$ cat src/rtl/tbu_pkg.sv
package tbu_pkg;

  // Default widths
  localparam int unsigned COORD_WIDTH_DEF   = 32;
  localparam int unsigned OUT_FRAC_BITS_DEF = 14;

  // Significant bits kept of the largest component before normalising
  localparam int unsigned SIG_BITS = 30;

  // Job queue between front and back
  localparam int unsigned QUEUE_DEPTH = 2;
  localparam int unsigned QPTR_W      = 1;

  // Number of products formed per triangle (det, tangent, bitangent)
  localparam int unsigned NUM_PRODUCTS = 14;
  localparam int unsigned NUM_RESULTS  = 7;

  // Corner position within a triangle
  localparam logic [1:0] CORNER_FIRST  = 2'd0;
  localparam logic [1:0] CORNER_SECOND = 2'd1;
  localparam logic [1:0] CORNER_THIRD  = 2'd2;

  typedef enum logic [3:0] {
    BK_IDLE,
    BK_MUL,
    BK_CHECK,
    BK_LOAD,
    BK_SHIFT,
    BK_SQUARE,
    BK_SQRT,
    BK_DIVLD,
    BK_DIV,
    BK_OUT
  } back_state_e;

endpackage

$ cat src/rtl/tbu_queue.sv
module tbu_queue #(
  parameter int unsigned DATA_W = 10 * (tbu_pkg::COORD_WIDTH_DEF + 1)
) (
  input  logic              clk_i,
  input  logic              rst_ni,
  input  logic              wr_valid_i,
  output logic              wr_ready_o,
  input  logic [DATA_W-1:0] wr_data_i,
  output logic              rd_valid_o,
  input  logic              rd_ready_i,
  output logic [DATA_W-1:0] rd_data_o
);
  import tbu_pkg::*;

  logic [DATA_W-1:0] mem_q [QUEUE_DEPTH];
  logic [QPTR_W-1:0] wr_ptr_q, rd_ptr_q;
  logic [QPTR_W:0]   cnt_q;
  logic              push, pop;

  assign wr_ready_o = (cnt_q != (QPTR_W+1)'(QUEUE_DEPTH));
  assign rd_valid_o = (cnt_q != '0);
  assign push       = wr_valid_i && wr_ready_o;
  assign pop        = rd_valid_o && rd_ready_i;
  assign rd_data_o  = mem_q[rd_ptr_q];

  // Advance pointers and the fill count
  always_ff @(posedge clk_i or negedge rst_ni) begin
    if (!rst_ni) begin
      wr_ptr_q <= '0;
      rd_ptr_q <= '0;
      cnt_q    <= '0;
    end else begin
      if (push) wr_ptr_q <= wr_ptr_q + 1'b1;
      if (pop)  rd_ptr_q <= rd_ptr_q + 1'b1;
      if (push && !pop) cnt_q <= cnt_q + 1'b1;
      else if (pop && !push) cnt_q <= cnt_q - 1'b1;
    end
  end

  // Store the incoming word
  always_ff @(posedge clk_i) begin
    if (push) mem_q[wr_ptr_q] <= wr_data_i;
  end

endmodule

$ cat config.mk
export PLATFORM = sky130hd
export DESIGN_NAME = tbu_queue
export DESIGN_NICKNAME = d
export VERILOG_FILES = /design/src/rtl/tbu_pkg.sv /design/src/rtl/tbu_queue.sv
export SDC_FILE = /design/constraint.sdc
export NUM_CORES = 1
export LEC_CHECK = 0
export BUFFER_PORTS_ARGS = -buffer_cell sky130_fd_sc_hd__buf_2
export CORE_MARGIN = 1
export CORE_UTILIZATION = 29
export CTS_CLUSTER_SIZE = 28
export DETAILED_ROUTE_END_ITERATION = 16
export GPL_ROUTABILITY_DRIVEN = 1
export SLEW_MARGIN = 20
export SYNTH_ARGS = -nofsm -noshare
export SYNTH_HDL_FRONTEND = slang
export SYNTH_SLANG_ARGS = --single-unit
$ cat constraint.sdc
create_clock -name clk_i -period 16.8 [get_ports clk_i]
set_clock_uncertainty 0.1 [all_clocks]
set_input_delay 1.68 -clock clk_i [delete_from_list [all_inputs] [get_ports clk_i]]
set_output_delay 1.68 -clock clk_i [all_outputs]
set_load 0.01 [all_outputs]
# Word level (Yosys, flattened, before mapping)
# Memory sizes are Yosys's and may differ from the RTL's.
# Index checks and enable logic that the tools add are counted.
# W data, S select, Z words.
totals:
  ff_bits: 4
  ram_bits: 660
  input_bits: 334
  output_inout_bits: 332
  word_cells: 21
  mem_count: 1
op_classes:
  add_sub_neg: 4
  n_eq_ne: 1
  mux: 4
  n_reduce_logical: 8
memory_table:
  columns: ["name", "depth", "word_bits", "rd", "rd_clocked_by_memory_dff", "wr", "line_no", "rtl"]
  rows:
  - ["mem_q", 2, 330, 1, 0, 1, "tbu_queue.sv:15", "logic [DATA_W-1:0] mem_q [QUEUE_DEPTH];"]
ops:
  columns: ["operator", "n"]
  rows:
  - ["$logic_and A1 B1 Y1", 4]
  - ["$mux W2", 2]
  - ["$reduce_bool A2 Y1", 2]
  - ["$add A1 B1 Y1 const B", 2]
  - ["$add A2 B1 Y2 const B", 1]
  - ["$logic_not A1 Y1", 2]
  - ["$mux W1", 2]
  - ["$ne A2 B2 Y1 const B", 1]
  - ["$sub A2 B1 Y2 const B", 1]

# Logic depth before layout (Yosys ltp)
# Gate-level depths: netlist (run 1).
logic_depth:
  ltp_word: 6
  mapped_depth: 7
  ltp_nobuf: 7

# Least setup slack after synthesis (run 1)
# Ideal clock, no wire load.
synth_path:
  path_kind: "input-to-reg"
  startpoint: "input port wr_valid_i"
  endpoint: "memory mem_q[0][0] (netlist bit) (enable)"
  setup_time_ns: 1.028
  arrival_time_ns: 15.430
  required_time_ns: 15.672
  slack_ns: 0.241
  path_stages: 2
  path_buffers: 0
  path_cell_list: "nand2_1 -> nor2_1"
synth_via:
  elab_chain_cells: 3
synth_lines:
  columns: ["item", "line_no", "rtl"]
  rows:
  - ["start, declared", "tbu_queue.sv:6", "input logic wr_valid_i,"]
  - ["$logic_and A1 B1 Y1", "tbu_queue.sv:22", "assign push = wr_valid_i && wr_ready_o;"]
  - ["$mux W1", "tbu_queue.sv:42", "if (push) mem_q[wr_ptr_q] <= wr_data_i;"]
  - ["$mux W1 (not written as such)", "tbu_queue.sv:42", null]
  - ["end, declared", "tbu_queue.sv:15", null]
# No other way between the ends.

# Worst setup path in the final report (run 1)
layout_path:
  startpoint: "register rd_ptr_q"
  endpoint: "output port rd_data_o[132]"
layout_via:
  elab_chain_cells: 1
layout_lines:
  columns: ["item", "line_no", "rtl"]
  rows:
  - ["start, declared", "tbu_queue.sv:16", "logic [QPTR_W-1:0] wr_ptr_q, rd_ptr_q;"]
  - ["start signal, assigned", "tbu_queue.sv:34", "if (pop) rd_ptr_q <= rd_ptr_q + 1'b1;"]
  - ["$mem_v2 Z2 W330", null, null]
  - ["end, declared", "tbu_queue.sv:11", "output logic [DATA_W-1:0] rd_data_o"]
# No other way between the ends.

==> results by group, run 1 <==
Yosys
  – Yosys reg bits: 664
  – Post-synth cell types: 17
  – Post-synthesis sequential area ratio: 0.786
  – Gate Count Post-Synth: 1045
  – Mapped Nets: 1380
  – Synth Area per Inst: 24.2 sq um
  – YS warnings: 0
  – Syn Std Cell Area: 25300 sq um

Final layout
  – Final Util: 0.371
  – Final #Nets: 2097
  – Fillers: 8037
  – Most common cell after layout, fill and taps aside: buf_2
  – Commonest non-fill, non-tap cells in the layout: buf_2 (665), edfxtp_1 (660), mux2_4 (290)
  – Register area: 19900 sq um
  – P&R area growth vs syn: 26.7%
  – Layout cells sized above 1: 0.614
  – Multi-input gate area: 4910 sq um

GRT
  – Initial antenna violation count: 16
  – Vias in the first global route: 13500
  – Global-route wire length before repair: 81400 um
  – Gr usage total: 0.122
  – Largest net degree at the start of global routing: 165
  – GRT Residual Overflow: 0

STA
  – Max Freq: 151 MHz
  – Final Max Tran Viols: 0
  – Final period utilization: 0.393
  – RSZ-0062 raised after global routing: no
  – Worst Max-Slew Pin Slew: 1.06 ns
  – Final min period: 6.61 ns
  – Slew HR: 0.292
  – Setup TNS: 0 ns
  – Final setup viols: 0
  – Final Hold Fails: 0

Worst setup path
  – Crit path max fanout: 55
  – Reg-to-reg startpoint: cnt_q[0]
  – Crit path launch type: flop
  – Capture point of the critical path: rd_data_o[132]
  – Worst Reg2Reg Path Length in Cells: 4
  – Critical setup path kind: flop to primary output
  – Worst setup path start: rd_ptr_q
  – Crit path required time: 15.02 ns
  – Data arrival time of the worst path: 4.83 ns
  – Worst reg2reg path endpoint: mem_q[1][53]
  – Critical path endpoint category: primary output
  – Flop2flop setup slack: 13.06 ns

Clock tree
  – CTS sink cnt: 664
  – H-tree depth: 3
  – Root buffer cell: clkbuf_16
  – Post-CTS setup buffers: 0
  – CTS Buffer Depth: 3
  – Clk slew on worst S/H paths: 0.06 ns
  – Clock latency on the worst-skew pair: 0.60 ns
  – Post-CTS resize count: 0
  – CTS tree: yes
  – Hold_buf cts: 0
  – Total CTS buffers: 74

Route
  – DR iter-0 viols: 597
  – Vias after detailed routing: 12400
  – DRC viols: 0
  – DR WL/cell: 18.8 um
  – TritonRoute pass-1 iters: 4
  – Antenna-violating nets left: 0
  – Post-DR vias/cell: 4.15
  – Final wirelength: 56100 um

Place
  – GPL Wtd Cong: 0.816
  – Final HPWL from detailed placement: 39100 um
  – Buffers on Ports: 665

Power and ir drop
  – Peak VDD IR: 0.114 mV
  – Lkg Pwr: 12.6 nW
  – Cell Pwr Density: 178 nW/um^2

Worst hold path
  – Hold crit path type: flop to flop
  – Hold Path Depth: 1

Floorplanning
  – Die W: 298 um
  – Die Span Y: 298 um
  – Initial core utilization: 0.293
  – Num rows: 108
  – Full die area: 88600 sq um
  – Total core area: 86600 sq um
  – Ports: 666

Run status
  – Outcome: completed

Flow run
  – Max Cap Viol: 0
## registers in the layout, summed over array words and instances (netlist names)
name and cells:
cnt_q 2, mem_q 660, rd_ptr_q 1, wr_ptr_q 1
## report_power, final
part	switching (W)	internal (W)
clock	0.000648	0.000905
combinational	0.000917	0.000869
sequential	0.000113	0.00227
total	0.00168	0.00404
## stage by stage
step | setup WS [ns] | cells | hold WS (ns) | cell area (sq um) | total power, W
floorplan | 0.241 | 1045 | 0.356 | 25300 | 0.00385
global placement | 10.80 | 2841 | 0.373 | 29700 | 0.00421
detailed placement | 10.70 | 2841 | 0.428 | 29700 | 0.00424
CTS | 10.03 | 2974 | 0.436 | 32100 | 0.00582
global route | 9.86 | 2979 | 0.461 | 32100 | 0.00598
finish | 10.19 | 2980 | 0.427 | 32100 | 0.00572
## logic make-up (layout without fill, tap and decap cells)
family,count (synthesis),after routing,synth area share
muxes,330,330,0.190
and+or+nand+nor,7,7,0.00133
other,0,6,0
buffers and inverters,38,812,0.0207
xor gates and xnor gates,5,5,0.00173
adders and majority gates,1,1,0.000494
DFF,664,664,0.786
## routing by layer
metal,GRT usage,part of all wire
met3,0.0491,0.091
met5,0,0.0018
met4,0.0473,0.030
met1,0.122,0.34
met2,0.224,0.53
## worst min-delay path by stage
| stage | end | from | slack [ns] |
|---|---|---|---|
| CTS | cnt_q[1] | cnt_q[1] | 0.44 |
| floorplan | cnt_q[1] | cnt_q[1] | 0.36 |
| detailed placement | cnt_q[1] | cnt_q[1] | 0.43 |
| global placement | cnt_q[1] | cnt_q[1] | 0.37 |
| global route | cnt_q[0] | cnt_q[0] | 0.46 |
| finish | cnt_q[1] | cnt_q[1] | 0.43 |
## final cells by class
type	count	area share
Tap cell	1155	0.0450
Clock inverter	46	0.0136
Clock buffer	87	0.0599
Multi-Input combinational cell	343	0.153
Antenna cell	6	0.000468
Inverter	1	0.000117
Sequential cell	664	0.621
Timing Repair Buffer	678	0.107
## synth_stat cells
cell type / number / share of area
nand2_1: 2 / 0.00030
buf_8: 30 / 0.018
mux2_4: 290 / 0.17
inv_1: 1 / 0.00015
and3_1: 1 / 0.00025
ha_1: 1 / 0.00049
xor2_1: 2 / 0.00069
mux2_2: 40 / 0.018
xnor2_1: 3 / 0.0010
nand2b_1: 1 / 0.00025
buf_2: 4 / 0.00079
edfxtp_1: 660 / 0.78
nor2_1: 2 / 0.00030
or2_2: 1 / 0.00025
buf_12: 2 / 0.0016
dfrtp_1: 4 / 0.0040
buf_6: 1 / 0.00044
## worst max-delay path: stages, from the launching register on
cell and delay, ns:
dfrtp_4 0.95, buf_4 0.86, buf_4 0.89, buf_4 0.87
mux2_4 0.36, buf_2 0.14
No activity file was read; power rests on OpenSTA's default activity.
==> run 2, diff against run 1 <==
--- a/config.mk
+++ b/config.mk
@@ -5,6 +5,7 @@
 export SDC_FILE = /design/constraint.sdc
 export NUM_CORES = 1
 export LEC_CHECK = 0
+export ABC_AREA = 1
 export BUFFER_PORTS_ARGS = -buffer_cell sky130_fd_sc_hd__buf_2
 export CORE_MARGIN = 1
 export CORE_UTILIZATION = 29
==> constraint.sdc (replaced) <==
create_clock -name clk_i -period 6.2 [get_ports clk_i]
set_clock_uncertainty 0.1 [all_clocks]
set_input_delay 0.62 -clock clk_i [delete_from_list [all_inputs] [get_ports clk_i]]
set_output_delay 0.62 -clock clk_i [all_outputs]
set_load 0.01 [all_outputs]
==> run 2 against run 1 <==
Effect of this change:
- worst setup slack worse by 8.0 ns
- utilization is 0.33 points higher
- global-route usage is 1.2 points higher
- sequential cell count stayed put
- synthesized cell count is 68% higher
- wire length is 4.6% higher
- critical path type unchanged
- cell area is 3.9% lower
- count of clock-buffer cells in the layout is 10 higher
==> results by group, run 2 <==
Worst hold path
  – HP Start: wr_data_i[256]
  – Hold crit path type: input port to flop
  – Hold Path Depth: 1 (unchanged)
  – Hold Path Sink: mem_q[1][256]

Floorplanning
  – Die W: 291 um (-2.1%)
  – Initial core utilization: 0.294 (+0.00189)
  – Num rows: 105 (-2.8%)
  – Die Span Y: 291 um (-2.1%)
  – Total core area: 82500 sq um (-4.7%)
  – Ports: 666 (unchanged)
  – Full die area: 84900 sq um (-4.1%)

GRT
  – Initial antenna violation count: 14 (-2)
  – Vias in the first global route: 14700 (+8.9%)
  – Gr usage total: 0.134 (+0.0120)
  – GRT Residual Overflow: 0 (unchanged)
  – Largest net degree at the start of global routing: 148 (-10%)
  – Global-route wire length before repair: 86800 um (+6.6%)

Yosys
  – YS warnings: 0 (unchanged)
  – Top cell type's share of synthesized area: 0.816 (+0.0337)
  – Syn Std Cell Area: 24300 sq um (-4.1%)
  – Yosys reg bits: 664 (unchanged)
  – Post-synth cell types: 15 (-2)
  – Synth Area per Inst: 13.9 sq um (-43%)
  – Mapped Nets: 2087 (+51%)
  – Synth top area cells: edfxtp_1 (82%), nand2_1 (15%), buf_6 (1.1%), buf_2 (0.68%), dfrtp_1 (0.41%)
  – Post-synth EDFFs: 660 (unchanged)
  – Gate Count Post-Synth: 1752 (+68%)
  – Top-count cell post-synth: nand2_1
  – Post-synth top area cell: edfxtp_1
  – Async set-reset flop share out of synthesis: 0.00602 (unchanged)
  – Post-synth top cells: nand2_1 (1000), edfxtp_1 (660), buf_2 (33)
  – Post-synthesis sequential area ratio: 0.820 (+0.0339)
  – Synth Flop Type: edfxtp_1

Final layout
  – Non-Filler Instances: 3562 (+20%)
  – Final #Nets: 2765 (+32%)
  – P&R area growth vs syn: 27.0%
  – Max FFs per register: 660 (unchanged)
  – Final Util: 0.374 (+0.00332)
  – Layout cells sized above 1: 0.311 (-0.303)
  – Biggest regs: mem_q: 660 flops, cnt_q: 2 flops
  – Most common cell after layout, fill and taps aside: nand2_1
  – Largest reg by FF count: mem_q
  – Commonest non-fill, non-tap cells in the layout: nand2_1 (999), buf_2 (665), edfxtp_1 (660)
  – Fillers: 7882 (-1.9%)

Worst setup path
  – CP max stage delay: 0.86 ns (-0.09 ns)
  – Worst reg2reg path endpoint: mem_q[0][73]
  – CP dominant cell by count: nand2_1
  – Crit path max fanout: 116 (+110%)
  – Crit path launch type: flop
  – Cell Chain, Critical Path: clkinv_8, buf_6, nand2_1, nand2_1, buf_2
  – Worst Reg2Reg Path Length in Cells: 5 (+1)
  – Crit path required time: 5.48 ns (-9.54 ns)
  – Slowest-stage cell, CP: dfrtp_4
  – Critical path's top delay family: buffers and inverters
  – Data arrival time of the worst path: 3.33 ns (-1.50 ns)
  – Reg-to-reg startpoint: cnt_q[0]
  – Critical setup path kind: flop to primary output
  – Critical path endpoint category: primary output
  – Buffer and inverter count on the worst path: 3 (-1)
  – Flop2flop setup slack: 3.57 ns (-9.49 ns)

Clock tree
  – Clk slew on worst S/H paths: 0.06 ns (about the same)
  – Clock latency on the worst-skew pair: 0.60 ns (about the same)
  – CTS tree: yes
  – Post-CTS setup buffers: 0 (unchanged)
  – CTS sink cnt: 664 (unchanged)
  – CTS Buffer Depth: 3 (unchanged)
  – Root buffer cell: clkbuf_16
  – Total CTS buffers: 71 (-4.1%)
  – H-tree depth: 3 (unchanged)

Place
  – Post-Place Setup Slack: 2.78 ns (-7.92 ns)
  – GPL Wtd Cong: 0.791 (-3.1%)
  – Final HPWL from detailed placement: 38500 um (-1.5%)
  – Buffers on Ports: 665 (unchanged)
  – Cell Count Post-Placement: 3426 (+21%)

Power and ir drop
  – Peak VDD IR: 0.269 mV (+140%)
  – Lkg Pwr: 13.0 nW (+3.3%)
  – Cell Pwr Density: 487 nW/um^2 (+170%)

STA
  – Slew HR: 0.264 (-0.0278)
  – Setup TNS: 0 ns (unchanged)
  – Final min period: 4.05 ns
  – Worst Max-Slew Pin Slew: 1.10 ns (+0.0416 ns)
  – RSZ-0062 raised after global routing: no
  – Final period utilization: 0.653
  – Final Hold Fails: 0 (unchanged)
  – Max Freq: 247 MHz
  – Final worst setup slack: 2.15 ns (-8.04 ns)
  – Final Max Tran Viols: 0 (unchanged)
  – Final setup viols: 0 (unchanged)

Route
  – Vias after detailed routing: 15000 (+21%)
  – Post-DR vias/cell: 4.21 (+1.3%)
  – DRC viols: 0 (unchanged)
  – DR iter-0 viols: 767 (+28%)
  – TritonRoute pass-1 iters: 6 (+2)
  – Final wirelength: 58600 um (+4.6%)
  – Antenna-violating nets left: 0 (unchanged)
  – DR WL/cell: 16.5 um (-13%)

Run status
  – Outcome: completed

Flow run
  – Max Cap Viol: 0 (unchanged)
-- run 2: cell types whose count changed in the layout (fill, tap and decap cells not counted), moves of 5 or more --
cell,change
nand2_1,+997
mux2_4,-290
mux2_2,-40
clkbuf_1,+11
buf_4,-7
clkinv_2,-5
inv_1,+5
-- run 2: worst max path at each step --
stage	slack [ns]	cells after the start	to	from
after detailed placement	2.78	5	rd_data_o[147]	rd_ptr_q
after CTS	2.11	5	rd_data_o[147]	rd_ptr_q
after floorplan	0.03	2	mem_q[0][0]	wr_valid_i
final	2.15	5	rd_data_o[51]	rd_ptr_q
after global routing	1.94	5	rd_data_o[147]	rd_ptr_q
after global placement	2.38	5	rd_data_o[148]	rd_ptr_q
-- run 2: logic make-up after synthesis --
logic type / synth area share
AND/OR/NAND/NOR: 0.155
flip-flops: 0.820
buffers and inverters: 0.0233
XOR/XNOR: 0.000721
adder cells (fa/ha/maj): 0.000515
-- run 2: worst register-to-register path: cells and delay by family, from the launching register on --
kind | cells | cell delay (ns)
simple gates | 3 | 0.79
buf+inv | 2 | 0.55
flops | 1 | 0.38
-- run 2: metal layers --
metal / GRT usage / wire length [um]
met5: 0 / 139
met3: 0.0497 / 5360
met2: 0.230 / 29300
met1: 0.147 / 21900
met4: 0.0607 / 2020
-- run 2: area by class of cell --
class,instances,area [sq um],share of cell area
Tap cell,1070,1340,0.0434
Antenna cell,7,17.5,0.000568
Clock inverter,31,262,0.00848
Clock buffer,97,1940,0.0628
Inverter,7,38.8,0.00126
Multi-Input combinational cell,1008,3820,0.124
Sequential cell,664,19900,0.646
Timing Repair Buffer,678,3510,0.114
-- run 2: power by group --
part	switching (W)	internal [W]	total [W]
logic	0.00320	0.00141	0.00461
registers	0.000280	0.00615	0.00643
clock network	0.00169	0.00229	0.00399
-- run 2: repair_timing --
item | CTS | global route
hold buffers | 1 | 0
resized for setup | 0 | 0
hold endpoints to repair | 4 | 0
-- run 2: per-stage QoR --
| stage | hold WS, ns | instance area [sq um] | total power [W] |
|---|---|---|---|
| final | 0.0952 | 30900 | 0.0150 |
| after global routing | 0.0517 | 30800 | 0.0159 |
| after CTS | 0.0384 | 30800 | 0.0153 |
| after detailed placement | 0.331 | 28600 | 0.0112 |
| after global placement | 0.331 | 28600 | 0.0112 |
| after floorplan | 0.224 | 24300 | 0.00936 |
==> run 3, diff against run 2 <==
--- a/config.mk
+++ b/config.mk
@@ -5,7 +5,7 @@
 export SDC_FILE = /design/constraint.sdc
 export NUM_CORES = 1
 export LEC_CHECK = 0
-export ABC_AREA = 1
+export ABC_AREA = 0
 export BUFFER_PORTS_ARGS = -buffer_cell sky130_fd_sc_hd__buf_2
 export CORE_MARGIN = 1
 export CORE_UTILIZATION = 29
==> constraint.sdc (replaced) <==
create_clock -name clk_i -period 3.5 [get_ports clk_i]
set_clock_uncertainty 0.1 [all_clocks]
set_input_delay 0.35 -clock clk_i [delete_from_list [all_inputs] [get_ports clk_i]]
set_output_delay 0.35 -clock clk_i [all_outputs]
set_load 0.01 [all_outputs]
==> run 3 against run 2 <==
Effect of this change:
- cell count decreased by 6.1%
- count of clock-buffer cells in the layout is 8 lower
- register-to-register slack lost 2.3 ns
- worst setup slack worse by 1.5 ns
- combinational power increased by 110%
- critical path depth down 2
- global-route usage shrank 0.38 points
- via count is 7.4% lower
- critical path type unchanged
- largest cell class unchanged
==> results by group, run 3 (synthesis gave the netlist of run 1 again) <==
Power and ir drop
  – Lkg Pwr: 14.2 nW (+8.8%)
  – Switch Pwr: 0.00817 W (+58%)
  – Comb power frac: 0.343 (+0.036)
  – Internal power: 0.0197 W (+100%)
  – Total Power: 0.0278 W (+85%)
  – Peak VDD IR: 0.481 mV (+79%)
  – Seq pwr share: 0.407 (-0.021)
  – Cell Pwr Density: 778 nW/um^2 (+60%)
  – Clock network power share: 0.250 (-0.015)
  – Net Sw Frac: 0.294 (-0.0507)

Place
  – Final HPWL from detailed placement: 40500 um (+5.2%)
  – Post-Place Setup Slack: 1.16 ns (-1.62 ns)
  – Buffers on Ports: 665 (unchanged)
  – GPL Wtd Cong: 0.823 (+4.1%)

Worst setup path
  – Data arrival time of the worst path: 2.40 ns (-0.93 ns)
  – Crit path max fanout: 69 (-41%)
  – Worst setup path start: rd_ptr_q
  – Worst Reg2Reg Path Length in Cells: 4 (-1)
  – Critical path's top delay family: flip-flops
  – Buffer and inverter count on the worst path: 2 (-1)
  – Flop2flop setup slack: 1.26 ns (-2.31 ns)
  – Crit path required time: 3.05 ns (-2.43 ns)
  – Critical path endpoint category: primary output
  – Critical setup path kind: flop to primary output
  – Worst reg2reg path endpoint: mem_q[0][309]
  – Crit path launch type: flop
  – CP max stage delay: 0.70 ns (-0.16 ns)
  – Capture point of the critical path: rd_data_o[181]
  – Reg-to-reg startpoint: cnt_q[0]
  – Cell Chain, Critical Path: buf_12, mux2_4, buf_2
  – Slowest-stage cell, CP: dfrtp_4
  – CP Depth: 3 (-2)

GRT
  – Gr usage total: 0.130 (-0.00378)
  – Largest net degree at the start of global routing: 85 (-43%)
  – GRT Residual Overflow: 0 (unchanged)
  – Global-route wire length before repair: 88600 um (+2.1%)
  – Initial antenna violation count: 9 (-5)
  – Vias in the first global route: 15400 (+4.9%)

Floorplanning
  – Full die area: 88600 sq um (+4.3%)
  – Num rows: 108 (+2.9%)
  – Die Span Y: 298 um (+2.1%)
  – Ports: 666 (unchanged)
  – Die W: 298 um (+2.1%)
  – Total core area: 86600 sq um (+5.0%)
  – Initial core utilization: 0.293 (-0.00189)

Route
  – Post-DR vias/cell: 4.15 (-1.4%)
  – Vias after detailed routing: 13900 (-7.4%)
  – Antenna-violating nets left: 0 (unchanged)
  – DR iter-0 viols: 670 (-13%)
  – Final wirelength: 59100 um (+0.86%)
  – TritonRoute pass-1 iters: 4 (-2)
  – DR WL/cell: 17.7 um (+7.4%)
  – DRC viols: 0 (unchanged)

Clock tree
  – H-tree depth: 3 (unchanged)
  – Total CTS buffers: 72 (+1.4%)
  – CTS Buffer Depth: 3 (unchanged)
  – Clk slew on worst S/H paths: 0.07 ns (about the same)
  – CTS sink cnt: 664 (unchanged)
  – Root buffer cell: clkbuf_16
  – Clock latency on the worst-skew pair: 0.60 ns (about the same)
  – CTS tree: yes
  – Post-CTS setup buffers: 0 (unchanged)

STA
  – Final setup viols: 0 (unchanged)
  – Final Max Tran Viols: 0 (unchanged)
  – Slew HR: 0.593 (+0.329)
  – Final Hold Fails: 0 (unchanged)
  – Final worst setup slack: 0.653 ns (-1.50 ns)
  – Final min period: 2.85 ns
  – Worst Max-Slew Pin Slew: 0.611 ns (-0.493 ns)
  – Final period utilization: 0.813
  – Max Freq: 351 MHz
  – RSZ-0062 raised after global routing: no
  – Hold Slack: 0.376 ns (+0.280 ns)

Final layout
  – Commonest non-fill, non-tap cells in the layout: buf_2 (665), edfxtp_1 (660), dlygate4sd3_1 (334)
  – Most common cell after layout, fill and taps aside: buf_2
  – Max FFs per register: 660 (unchanged)
  – Final #Nets: 2466 (-11%)
  – P&R area growth vs syn: 41.2%
  – Largest reg by FF count: mem_q
  – Biggest regs: mem_q: 660 flops, cnt_q: 2 flops
  – Layout cells sized above 1: 0.524 (+0.213)

Run status
  – Outcome: completed

Flow run
  – Max Cap Viol: 0 (unchanged)

Worst hold path
  – Hold crit path type: input port to flop
run 3: cell count changes in the layout (fill, tap and decap cells not counted), sizes merged, moves of 2 or more:
cell,previous run,this run
clkinv,26,30
clkbuf,97,89
xnor2,1,3
inv,9,5
dlygate4sd3,1,334
buf,677,715
mux2,0,330
nand2,1000,2
nand3,2,0
diode,7,4
run 3: cell type report:
type / count / area, sq um
timing repair buffer: 1049 / 7320
inverter: 1 / 3.75
clock inverter: 39 / 280
clock buffer: 89 / 1870
fill: 7689 / 50800
tap: 1155 / 1450
multi-input combinational: 343 / 4920
sequential: 664 / 19900
antenna: 4 / 10.0
run 3: per-layer routing:
metal / routed length [um] / vias up / track usage
met5: 9 / - / 0
met3: 4790 / 117 / 0.0466
met4: 2150 / 2 / 0.0573
li1: - / 6365 / -
met2: 30800 / 547 / 0.235
met1: 21400 / 6841 / 0.135
run 3: repair_timing:
| action | in CTS | in global routing |
|---|---|---|
| hold buffers | 334 | 0 |
| endpoints found under the hold margin | 666 | 0 |
| gates resized for setup | 0 | 0 |
run 3: worst min-delay path by stage:
| stage | start | end | slack (ns) | depth (start not counted) |
|---|---|---|---|---|
| after floorplan | rst_ni | cnt_q[0] | -0.05 | 0 |
| after global placement | rst_ni | wr_ptr_q | 0.07 | 1 |
| after detailed placement | rst_ni | cnt_q[0] | 0.07 | 1 |
| after CTS | wr_data_i[189] | mem_q[0][189] | 0.31 | 2 |
| after global routing | wr_data_i[185] | mem_q[1][185] | 0.33 | 2 |
| final | wr_data_i[24] | mem_q[0][24] | 0.38 | 2 |
run 3: worst reg2reg max path, delay by kind of cell (launching register included):
kind | cells | cell delay [ns]
DFF | 1 | 0.41
buffers and inverters | 1 | 0.60
and+or+nand+nor | 3 | 0.70
run 3: power groups by stage:
stage	clock network [W]	logic [W]	registers (W)
after floorplan	0	0.00626	0.0117
after global placement	0	0.00931	0.0114
after detailed placement	0	0.00937	0.0115
after CTS	0.00717	0.00971	0.0114
after global routing	0.00746	0.0102	0.0115
final	0.00695	0.00955	0.0113
run 3: stage by stage:
step	TNS, ns	instance area (sq um)	utilization	instances
after CTS	0	35800	0.413	3340
after detailed placement	0	30300	0.349	2878
after global routing	0	35800	0.413	3344
final	0	35800	0.413	3344
after global placement	0	30300	0.349	2878
after floorplan	-1363.86	25400	-	1045
